$ cat config.mk
export PLATFORM = sky130hd
export DESIGN_NAME = gyro_bias_calibrate_condition_top_flat
export DESIGN_NICKNAME = d
export VERILOG_FILES = /design/src/gbc_pkg.sv /design/src/gbc_if.sv /design/src/gbc_regs.sv /design/src/gbc_div.sv /design/src/gyro_bias_calibrate_condition_top.sv /design/src/flat_wrapper.sv
export SDC_FILE = /design/constraint.sdc
export NUM_CORES = 2
export LEC_CHECK = 0
export BUFFER_PORTS_ARGS = -buffer_cell sky130_fd_sc_hd__buf_4
export CORE_MARGIN = 2
export CORE_UTILIZATION = 27
export DETAILED_ROUTE_END_ITERATION = 7
export HOLD_SLACK_MARGIN = 0.1
export PLACE_DENSITY = 0.52
export SYNTH_ARGS = -nofsm -noshare
export SYNTH_HDL_FRONTEND = slang
export SYNTH_HIERARCHICAL = 1
export SYNTH_SLANG_ARGS = --single-unit
$ cat constraint.sdc
create_clock -name clk -period 12.8 [get_ports clk]
set_input_delay 1.28 -clock clk [delete_from_list [all_inputs] [get_ports clk]]
set_output_delay 1.28 -clock clk [all_outputs]
set_load 0.01 [all_outputs]
$ cat src/gbc_pkg.sv
package gbc_pkg;

  // register file contents as seen by the datapath
  typedef struct packed {
    logic        [15:0] calib_samples;
    logic        [14:0] still_limit;
    logic        [14:0] accel_limit;
    logic signed [15:0] def_bias_x;
    logic signed [15:0] def_bias_y;
    logic signed [15:0] def_bias_z;
  } cfg_t;

  // divider control from the sequencer
  typedef struct packed {
    logic start;
  } div_ctrl_t;

  // divider status back to the sequencer
  typedef struct packed {
    logic busy;
    logic done;
  } div_stat_t;

  localparam int unsigned SENSOR_W  = 16;
  localparam int unsigned COUNT_W   = 16;
  localparam int unsigned CORRECT_W = 17;

endpackage

$ cat src/gbc_if.sv
// sample channel: one accelerometer and gyro reading per item
interface gbc_sample_if;
  logic               valid;
  logic               ready;
  logic signed [15:0] accel_x;
  logic signed [15:0] accel_y;
  logic signed [15:0] accel_z;
  logic signed [15:0] rate_x;
  logic signed [15:0] rate_y;
  logic signed [15:0] rate_z;

  modport source (
    output valid, accel_x, accel_y, accel_z, rate_x, rate_y, rate_z,
    input  ready
  );
  modport sink (
    input  valid, accel_x, accel_y, accel_z, rate_x, rate_y, rate_z,
    output ready
  );
endinterface

// result channel: conditioned sample and mode
interface gbc_result_if;
  logic               valid;
  logic               ready;
  logic signed [15:0] clamped_x;
  logic signed [15:0] clamped_y;
  logic signed [15:0] clamped_z;
  logic signed [16:0] corrected_x;
  logic signed [16:0] corrected_y;
  logic signed [16:0] corrected_z;
  logic               mode;

  modport source (
    output valid, clamped_x, clamped_y, clamped_z,
    output corrected_x, corrected_y, corrected_z, mode,
    input  ready
  );
  modport sink (
    input  valid, clamped_x, clamped_y, clamped_z,
    input  corrected_x, corrected_y, corrected_z, mode,
    output ready
  );
endinterface

$ cat src/gbc_regs.sv
module gbc_regs (
  input  logic                clk,
  input  logic                rst,
  input  logic                psel,
  input  logic                penable,
  input  logic                pwrite,
  input  logic [4:0]          paddr,
  input  logic [31:0]         pwdata,
  output logic [31:0]         prdata,
  output logic                pready,
  output gbc_pkg::cfg_t       cfg
);

  typedef enum logic [2:0] {
    R_CALIB_SAMPLES = 3'd0,
    R_STILL_LIMIT   = 3'd1,
    R_ACCEL_LIMIT   = 3'd2,
    R_DEF_BIAS_X    = 3'd3,
    R_DEF_BIAS_Y    = 3'd4,
    R_DEF_BIAS_Z    = 3'd5
  } reg_idx_t;

  localparam logic [15:0] CALIB_RESET = 16'd1000;
  localparam logic [14:0] STILL_RESET = 15'd100;
  localparam logic [14:0] ACCEL_RESET = 15'd32767;

  logic [2:0] idx;
  logic       wr;

  assign idx    = paddr[4:2];
  assign wr     = psel && penable && pwrite;
  assign pready = 1'b1;

  // register writes
  always_ff @(posedge clk) begin
    if (rst) begin
      cfg.calib_samples <= CALIB_RESET;
      cfg.still_limit   <= STILL_RESET;
      cfg.accel_limit   <= ACCEL_RESET;
      cfg.def_bias_x    <= '0;
      cfg.def_bias_y    <= '0;
      cfg.def_bias_z    <= '0;
    end else if (wr) begin
      unique case (idx)
        R_CALIB_SAMPLES: cfg.calib_samples <= pwdata[15:0];
        R_STILL_LIMIT:   cfg.still_limit   <= pwdata[14:0];
        R_ACCEL_LIMIT:   cfg.accel_limit   <= pwdata[14:0];
        R_DEF_BIAS_X:    cfg.def_bias_x    <= pwdata[15:0];
        R_DEF_BIAS_Y:    cfg.def_bias_y    <= pwdata[15:0];
        R_DEF_BIAS_Z:    cfg.def_bias_z    <= pwdata[15:0];
        default: ;
      endcase
    end
  end

  // read mux
  always_comb begin
    unique case (idx)
      R_CALIB_SAMPLES: prdata = {16'd0, cfg.calib_samples};
      R_STILL_LIMIT:   prdata = {17'd0, cfg.still_limit};
      R_ACCEL_LIMIT:   prdata = {17'd0, cfg.accel_limit};
      R_DEF_BIAS_X:    prdata = 32'(cfg.def_bias_x);
      R_DEF_BIAS_Y:    prdata = 32'(cfg.def_bias_y);
      R_DEF_BIAS_Z:    prdata = 32'(cfg.def_bias_z);
      default:         prdata = '0;
    endcase
  end

endmodule

$ cat src/gbc_div.sv
module gbc_div #(
  parameter int unsigned DW = 25
) (
  input  logic                   clk,
  input  logic                   rst,
  input  gbc_pkg::div_ctrl_t     ctrl,
  input  logic signed [DW-1:0]   dividend [3],
  input  logic [15:0]            divisor,
  output logic signed [DW:0]     quotient [3],
  output gbc_pkg::div_stat_t     status
);

  localparam int unsigned CW = $clog2(DW + 1);

  logic [CW-1:0] cnt;
  logic [15:0]   rem [3];
  logic [DW-1:0] dq  [3];
  logic          neg [3];
  logic [16:0]   rem_sh [3];
  logic          ge  [3];

  // one quotient bit per lane and cycle
  always_comb begin
    for (int i = 0; i < 3; i++) begin
      rem_sh[i] = {rem[i], dq[i][DW-1]};
      ge[i]     = rem_sh[i] >= {1'b0, divisor};
    end
  end

  // shared step counter and lane registers
  always_ff @(posedge clk) begin
    if (rst) begin
      status.busy <= 1'b0;
      status.done <= 1'b0;
      cnt         <= '0;
    end else begin
      status.done <= 1'b0;
      if (ctrl.start && !status.busy) begin
        status.busy <= 1'b1;
        cnt         <= CW'(DW);
        for (int i = 0; i < 3; i++) begin
          neg[i] <= dividend[i][DW-1];
          dq[i]  <= dividend[i][DW-1] ? DW'(-dividend[i]) : DW'(dividend[i]);
          rem[i] <= '0;
        end
      end else if (status.busy) begin
        if (cnt != '0) begin
          cnt <= cnt - 1'b1;
          for (int i = 0; i < 3; i++) begin
            dq[i]  <= {dq[i][DW-2:0], ge[i]};
            rem[i] <= ge[i] ? 16'(rem_sh[i] - {1'b0, divisor}) : rem_sh[i][15:0];
          end
        end else begin
          // restore the sign: truncation toward zero
          status.busy <= 1'b0;
          status.done <= 1'b1;
          for (int i = 0; i < 3; i++) begin
            quotient[i] <= neg[i] ? -$signed({1'b0, dq[i]}) : $signed({1'b0, dq[i]});
          end
        end
      end
    end
  end

  a_start_idle: assert property (@(posedge clk) disable iff (rst)
    ctrl.start && !status.busy |=> status.busy && cnt == CW'(DW))
    else $error("divider did not load on start");

  a_finish: assert property (@(posedge clk) disable iff (rst)
    status.busy && cnt == '0 |=> status.done && !status.busy)
    else $error("divider did not finish after the last step");

  a_done_pulse: assert property (@(posedge clk) disable iff (rst)
    status.done |-> !status.busy && $past(status.busy))
    else $error("divider done without a preceding run");

endmodule

$ cat src/gyro_bias_calibrate_condition_top.sv
// Gyro zero-rate bias calibration and sample conditioning.
// The sample channel takes one accelerometer and gyro reading per item; the
// result channel returns the clamped accelerations, the bias-corrected rates
// and the mode (0 calibrating, 1 working) after that item. Both channels are
// valid/ready; the APB-style port sets the sample number, the stationary and
// clamp limits and the default biases; the user is to write it only while
// the block idles, as the block itself does not enforce this. An item that
// does not update the bias passes the states EVAL, ROUND and EMIT; a
// stationary calibration sample also passes DIVIDE and FINISH, where the
// three-lane bit-serial divider forms the running-mean step, one quotient
// bit per cycle. One item is processed at a time; a new item is taken as
// soon as the previous result sits in the output register, even while it
// waits there. A stalled receiver holds the result, and a finished item
// then waits to be loaded, so the sample channel stops after one item.
// Reset clears the mode to calibrating, the sample count and the biases,
// and restores the register defaults.
module gyro_bias_calibrate_condition_top #(
  parameter int unsigned FRAC_BITS = 8
) (
  input  logic                clk,
  input  logic                rst,
  gbc_sample_if.sink          sample,
  gbc_result_if.source        result,
  input  logic                psel,
  input  logic                penable,
  input  logic                pwrite,
  input  logic [4:0]          paddr,
  input  logic [31:0]         pwdata,
  output logic [31:0]         prdata,
  output logic                pready
);

  localparam int unsigned BW = 16 + FRAC_BITS;
  localparam int unsigned DW = BW + 1;
  localparam logic signed [BW:0] HALF = (BW + 1)'((1 << FRAC_BITS) >> 1);

  typedef enum logic [2:0] {
    S_IDLE,
    S_EVAL,
    S_DIVIDE,
    S_FINISH,
    S_ROUND,
    S_EMIT
  } state_t;

  state_t                    state;
  gbc_pkg::cfg_t             cfg;
  gbc_pkg::div_ctrl_t        div_ctrl;
  gbc_pkg::div_stat_t        div_stat;

  logic                      working;
  logic [15:0]               accepted_count;
  logic signed [BW-1:0]      bias     [3];
  logic signed [DW-1:0]      diff     [3];
  logic signed [DW:0]        quot     [3];
  logic signed [16:0]        rnd      [3];
  logic signed [15:0]        acc_q    [3];
  logic signed [15:0]        rate_q   [3];
  logic signed [15:0]        def_c    [3];
  logic signed [15:0]        in_acc   [3];
  logic signed [15:0]        in_rate  [3];

  logic                      still;
  logic signed [DW-1:0]      diff_c   [3];
  logic signed [BW:0]        rnd_sum  [3];
  logic signed [17:0]        corr_w   [3];
  logic signed [16:0]        corr_c   [3];
  logic signed [15:0]        clamp_c  [3];
  logic signed [16:0]        acc_w    [3];
  logic signed [16:0]        rate_w   [3];
  logic signed [16:0]        still_lim;
  logic signed [16:0]        acc_lim;

  logic                      res_valid;
  logic signed [15:0]        res_clamp [3];
  logic signed [16:0]        res_corr  [3];
  logic                      res_mode;

  gbc_regs u_regs (
    .clk     (clk),
    .rst     (rst),
    .psel    (psel),
    .penable (penable),
    .pwrite  (pwrite),
    .paddr   (paddr),
    .pwdata  (pwdata),
    .prdata  (prdata),
    .pready  (pready),
    .cfg     (cfg)
  );

  gbc_div #(.DW(DW)) u_div (
    .clk      (clk),
    .rst      (rst),
    .ctrl     (div_ctrl),
    .dividend (diff),
    .divisor  (accepted_count + 16'd1),
    .quotient (quot),
    .status   (div_stat)
  );

  // channel wiring
  assign sample.ready       = (state == S_IDLE);
  assign result.valid       = res_valid;
  assign result.clamped_x   = res_clamp[0];
  assign result.clamped_y   = res_clamp[1];
  assign result.clamped_z   = res_clamp[2];
  assign result.corrected_x = res_corr[0];
  assign result.corrected_y = res_corr[1];
  assign result.corrected_z = res_corr[2];
  assign result.mode        = res_mode;

  always_comb begin
    in_acc[0]  = sample.accel_x;
    in_acc[1]  = sample.accel_y;
    in_acc[2]  = sample.accel_z;
    in_rate[0] = sample.rate_x;
    in_rate[1] = sample.rate_y;
    in_rate[2] = sample.rate_z;
    def_c[0]   = cfg.def_bias_x;
    def_c[1]   = cfg.def_bias_y;
    def_c[2]   = cfg.def_bias_z;
  end

  // stationary test, mean step dividend, rounding and output forming
  always_comb begin
    still_lim = $signed({2'b00, cfg.still_limit});
    acc_lim   = $signed({2'b00, cfg.accel_limit});
    still     = 1'b1;
    for (int i = 0; i < 3; i++) begin
      rate_w[i] = 17'(rate_q[i]);
      acc_w[i]  = 17'(acc_q[i]);
      if (rate_w[i] > still_lim || rate_w[i] < -still_lim) begin
        still = 1'b0;
      end
      diff_c[i]  = (DW'(rate_q[i]) <<< FRAC_BITS) - DW'(bias[i]);
      rnd_sum[i] = (BW + 1)'(bias[i]) + HALF;
      corr_w[i]  = 18'(rate_q[i]) - 18'(rnd[i]);
      if (corr_w[i] > 18'sd65535) begin
        corr_c[i] = 17'sd65535;
      end else if (corr_w[i] < -18'sd65535) begin
        corr_c[i] = -17'sd65535;
      end else begin
        corr_c[i] = corr_w[i][16:0];
      end
      if (acc_w[i] > acc_lim) begin
        clamp_c[i] = acc_lim[15:0];
      end else if (acc_w[i] < -acc_lim) begin
        clamp_c[i] = 16'(-acc_lim);
      end else begin
        clamp_c[i] = acc_q[i];
      end
    end
  end

  // sequencer, calibration state and output register
  always_ff @(posedge clk) begin
    if (rst) begin
      state          <= S_IDLE;
      working        <= 1'b0;
      accepted_count <= '0;
      div_ctrl.start <= 1'b0;
      res_valid      <= 1'b0;
      for (int i = 0; i < 3; i++) begin
        bias[i] <= '0;
      end
    end else begin
      if (result.ready && state != S_EMIT) begin
        res_valid <= 1'b0;
      end
      unique case (state)
        S_IDLE: begin
          if (sample.valid) begin
            for (int i = 0; i < 3; i++) begin
              acc_q[i]  <= in_acc[i];
              rate_q[i] <= in_rate[i];
            end
            state <= S_EVAL;
          end
        end
        S_EVAL: begin
          if (!working) begin
            if (cfg.calib_samples == '0) begin
              for (int i = 0; i < 3; i++) begin
                bias[i] <= BW'(def_c[i]) <<< FRAC_BITS;
              end
              working <= 1'b1;
              state   <= S_ROUND;
            end else if (accepted_count < cfg.calib_samples) begin
              if (still) begin
                for (int i = 0; i < 3; i++) begin
                  diff[i] <= diff_c[i];
                end
                div_ctrl.start <= 1'b1;
                state          <= S_DIVIDE;
              end else begin
                state <= S_ROUND;
              end
            end else begin
              working <= 1'b1;
              state   <= S_ROUND;
            end
          end else begin
            state <= S_ROUND;
          end
        end
        S_DIVIDE: begin
          div_ctrl.start <= 1'b0;
          if (div_stat.done) begin
            state <= S_FINISH;
          end
        end
        S_FINISH: begin
          for (int i = 0; i < 3; i++) begin
            bias[i] <= bias[i] + BW'(quot[i]);
          end
          accepted_count <= accepted_count + 16'd1;
          state          <= S_ROUND;
        end
        S_ROUND: begin
          for (int i = 0; i < 3; i++) begin
            rnd[i] <= rnd_sum[i][BW:FRAC_BITS];
          end
          state <= S_EMIT;
        end
        S_EMIT: begin
          if (!res_valid || result.ready) begin
            for (int i = 0; i < 3; i++) begin
              res_clamp[i] <= clamp_c[i];
              res_corr[i]  <= corr_c[i];
            end
            res_mode  <= working;
            res_valid <= 1'b1;
            state     <= S_IDLE;
          end
        end
        default: state <= S_IDLE;
      endcase
    end
  end

  a_working_sticks: assert property (@(posedge clk) disable iff (rst)
    working |=> working)
    else $error("mode returned to calibrating");

  a_count_step: assert property (@(posedge clk) disable iff (rst)
    1'b1 |=> accepted_count == $past(accepted_count)
          || accepted_count == $past(accepted_count) + 16'd1)
    else $error("sample count jumped");

  a_done_in_divide: assert property (@(posedge clk) disable iff (rst)
    div_stat.done |-> state == S_DIVIDE)
    else $error("divider finished outside the divide phase");

endmodule
$ cat src/flat_wrapper.sv
// flat-port wrapper written by rule: the top's interface ports become plain ports
module gyro_bias_calibrate_condition_top_flat 
#(
  parameter int unsigned FRAC_BITS = 8
)
  (clk, rst, psel, penable, pwrite, paddr, pwdata, prdata, pready, sample_valid, sample_accel_x, sample_accel_y, sample_accel_z, sample_rate_x, sample_rate_y, sample_rate_z, sample_ready, result_valid, result_clamped_x, result_clamped_y, result_clamped_z, result_corrected_x, result_corrected_y, result_corrected_z, result_mode, result_ready);
  gbc_sample_if sample_i ();
  gbc_result_if result_i ();
  input  logic clk;
  input  logic rst;
  input  logic psel;
  input  logic penable;
  input  logic pwrite;
  input  logic [4:0] paddr;
  input  logic [31:0] pwdata;
  output logic [31:0] prdata;
  output logic pready;
  input wire logic [$bits(sample_i.valid)-1:0] sample_valid;
  input wire logic [$bits(sample_i.accel_x)-1:0] sample_accel_x;
  input wire logic [$bits(sample_i.accel_y)-1:0] sample_accel_y;
  input wire logic [$bits(sample_i.accel_z)-1:0] sample_accel_z;
  input wire logic [$bits(sample_i.rate_x)-1:0] sample_rate_x;
  input wire logic [$bits(sample_i.rate_y)-1:0] sample_rate_y;
  input wire logic [$bits(sample_i.rate_z)-1:0] sample_rate_z;
  output wire logic [$bits(sample_i.ready)-1:0] sample_ready;
  output wire logic [$bits(result_i.valid)-1:0] result_valid;
  output wire logic [$bits(result_i.clamped_x)-1:0] result_clamped_x;
  output wire logic [$bits(result_i.clamped_y)-1:0] result_clamped_y;
  output wire logic [$bits(result_i.clamped_z)-1:0] result_clamped_z;
  output wire logic [$bits(result_i.corrected_x)-1:0] result_corrected_x;
  output wire logic [$bits(result_i.corrected_y)-1:0] result_corrected_y;
  output wire logic [$bits(result_i.corrected_z)-1:0] result_corrected_z;
  output wire logic [$bits(result_i.mode)-1:0] result_mode;
  input wire logic [$bits(result_i.ready)-1:0] result_ready;
  assign sample_i.valid = sample_valid;
  assign sample_i.accel_x = sample_accel_x;
  assign sample_i.accel_y = sample_accel_y;
  assign sample_i.accel_z = sample_accel_z;
  assign sample_i.rate_x = sample_rate_x;
  assign sample_i.rate_y = sample_rate_y;
  assign sample_i.rate_z = sample_rate_z;
  assign sample_ready = sample_i.ready;
  assign result_valid = result_i.valid;
  assign result_clamped_x = result_i.clamped_x;
  assign result_clamped_y = result_i.clamped_y;
  assign result_clamped_z = result_i.clamped_z;
  assign result_corrected_x = result_i.corrected_x;
  assign result_corrected_y = result_i.corrected_y;
  assign result_corrected_z = result_i.corrected_z;
  assign result_mode = result_i.mode;
  assign result_i.ready = result_ready;
  gyro_bias_calibrate_condition_top #(.FRAC_BITS(FRAC_BITS)) u_core (.clk(clk), .rst(rst), .sample(sample_i), .result(result_i), .psel(psel), .penable(penable), .pwrite(pwrite), .paddr(paddr), .pwdata(pwdata), .prdata(prdata), .pready(pready));
endmodule
==> impl_metrics.csv <==
group,metric,value,unit
detailed_routing,vias,36500,
setup_path,r2r_slack,7.05,ns
setup_path,path_common_cell,"nand2b_4",
detailed_routing,ant_nets,0,
setup_path,cp_max_fo,15,
power,power_density,105,nW/µm²
detailed_routing,wl,146,mm
logic_synthesis,synthCells,4681,
setup_path,cpPeakStageDelay,0.85,ns
setup_path,r2r-start,"u_core/u_regs/cfg[48]",
clock_network,cts_tree,"yes",
sta,fin_crit_sh,44.9,%
clock_network,ctsRootBufferMaster,"clkbuf_16",
setup_path,critPathCaptureType,"flip-flop",
global_route,grt_max_degree,85,
power,ir_drop,88.9,µV
setup_path,cp-start-kind,"flip-flop",
setup_path,worstPathArrival,6.21,ns
sta,maxSlewViolCount,0,
logic_synthesis,avgSynthCellArea,10.1,µm²
clock_network,cts_resized,0,
detailed_routing,drtPass1Iterations,6,
power,finalPower,0.00573,W
floorplanning,num_io_pins,275,
detailed_routing,drc_errors,0,
setup_path,path_delay_family,"simple AND/OR/NAND/NOR gates",
placement,port_buffers,255,
sta,hold_violations,0,
sta,finalSetupViolCount,0,
logic_synthesis,synth_area,47400,µm²
sta,min_period,5.75,ns
floorplanning,rows,153,
placement,post-dp-hpwl,112,mm
placement,placed_cell_area,51900,µm²
sta,fin_setup_tns,0,ns
clock_network,clk_pin_slew_worst_paths,0.07,ns
sta,slew_headroom,21.2,%
setup_path,cp_slowest_cell,"a31oi_2",
outcome,status,"finished clean",
placement,globalplace.congestion,0.877,
setup_path,crit_path_cell_trace,"inv_1 -> ha_1 -> or3b_4 -> or3_4 -> nand2b_4 -> nand2b_4 -> nand2b_4 -> or4_1 -> xnor2_1 -> ha_1 -> nand4_1 -> nor2_1 -> o21ai_0 -> a31oi_2 -> buf_4 -> mux2_2 -> a22o_1",
clock_network,post_cts_buffers,0,
detailed_routing,post_drt_wl_per_cell,20.1,µm
floorplanning,dieHeight,423,µm
clock_network,insertion_delay,0.71,ns
cells_and_area,layout-drive-gt1-share,10.8,%
floorplanning,core,174000,µm²
floorplanning,dieWidth,423,µm
global_route,grt_pass1_vias,35500,
sta,worst_pin_slew,1.17,ns
clock_network,cts.sinks,715,
cells_and_area,multi_input_area,25500,µm²
logic_synthesis,synth_warnings,6,
cells_and_area,nFillCells,17800,
cells_and_area,nNetsFinal,5482,
floorplanning,dieArea,179000,µm²
clock_network,postCtsHoldBufs,0,
clock_network,cts.path.max_buffers,3,
sta,skew,0.0408,ns
setup_path,worstPathRequired,13.26,ns
clock_network,cts_made_buffers,84,
floorplanning,start_util,27.2,%
clock_network,h-tree-depth,3,
detailed_routing,avgViaCountPerCell,4.99,
job,maxCapViolCount,0,
sta,max_freq,0.174,GHz
global_route,antenna_found_initial,3,
setup_path,path_buf_inv,2,
global_route,overflow,0,
setup_path,setup.worst_path.class,"reg2reg",
cells_and_area,area_growth,15.6,%
logic_synthesis,synthesis.nets,5258,
global_route,grt_usage,16.0,%
cells_and_area,regArea,20200,µm²
power,p_leak,20.8,nW
setup_path,critical_path.startpoint,"u_core/u_regs/cfg[48]",
global_route,grt_pass1_wl,220,mm
cells_and_area,design_area,54800,µm²
min_path,hold_start,"u_core/u_regs/cfg[28]",
min_path,min-delay-path-class,"reg2reg",
detailed_routing,first_iter_violations,2410,
sta,rsz0062_at_grt,"false",
-- layout by cell type (no fill, tap or decap), drive strengths merged, types with 31 or more instances in the layout --
cell type  count
nor2         318
mux2          38
nand2        351
o31ai         49
buf          297
clkbuf       102
o21ai        361
a21o          80
dfxtp        123
a31oi         37
xnor2        246
a21oi        241
mux2i        138
or4           34
inv          283
or3           35
o21a          46
a211oi        47
nand3        109
nor3          88
edfxtp       592
nor4          36
nor2b         63
clkinv        31
xor2         151
nand2b       131
ha           428
nand4         39
-- routing by layer --
layer | track usage (%) | up-vias | routed length [µm]
met5 | 0 | - | 0
met2 | 27.7 | 790 | 71600
met1 | 20.4 | 17700 | 64600
met4 | 5.35 | 0 | 4480
met3 | 1.98 | 171 | 5730
li1 | - | 17800 | -
-- state kept, by name, summed over array words and instances, names as in the netlist, 51 cells and up --
register	cells
u_core/bias	72
u_core/diff	75
u_core/res_corr	51
u_core/rnd	51
u_core/u_div/dq	75
u_core/u_div/quotient	72
u_core/u_regs/cfg	94
-- layout make-up --
class | count | area share (%)
sequential | 715 | 37.0
clock buffer | 102 | 4.17
antenna | 1 | 0.00457
multi-input combinational | 3529 | 46.5
inverter | 278 | 1.91
clock inverter | 52 | 1.10
tap | 2325 | 5.31
timing repair buffer | 297 | 4.07
-- path summary, 6_finish.rpt --
kind / end / depth (start not counted)
setup / recovery: u_core/res_clamp[0][2] / 17
hold / removal: u_core/u_regs/cfg[28] / 2
hold reg to reg: u_core/u_regs/cfg[28] / 2
setup reg to reg: u_core/res_clamp[0][2] / 17
-- metrics by stage --
stage	utilization, %	worst slack [ns]	hold slack (ns)	instances
finish	31.5	7.05	0.490	7299
floorplan	-	3.89	0.424	4681
CTS	31.5	7.05	0.492	7298
global placement	29.8	7.14	0.479	7144
global route	31.5	6.74	0.515	7298
detailed placement	29.8	7.11	0.478	7144
-- worst min-delay path, cell delays in order, from the launching register on --
cell and delay (ns):
dfxtp_1 0.32, nand2b_1 0.06, mux2i_1 0.06
-- report_power, final --
| part | switching, W | internal, W | total (W) |
|---|---|---|---|
| combinational | 0.000324 | 0.000233 | 0.000558 |
| sequential | 0.0000601 | 0.00257 | 0.00263 |
| clock | 0.00104 | 0.00150 | 0.00254 |
No activity file was read; power rests on OpenSTA's default activity.
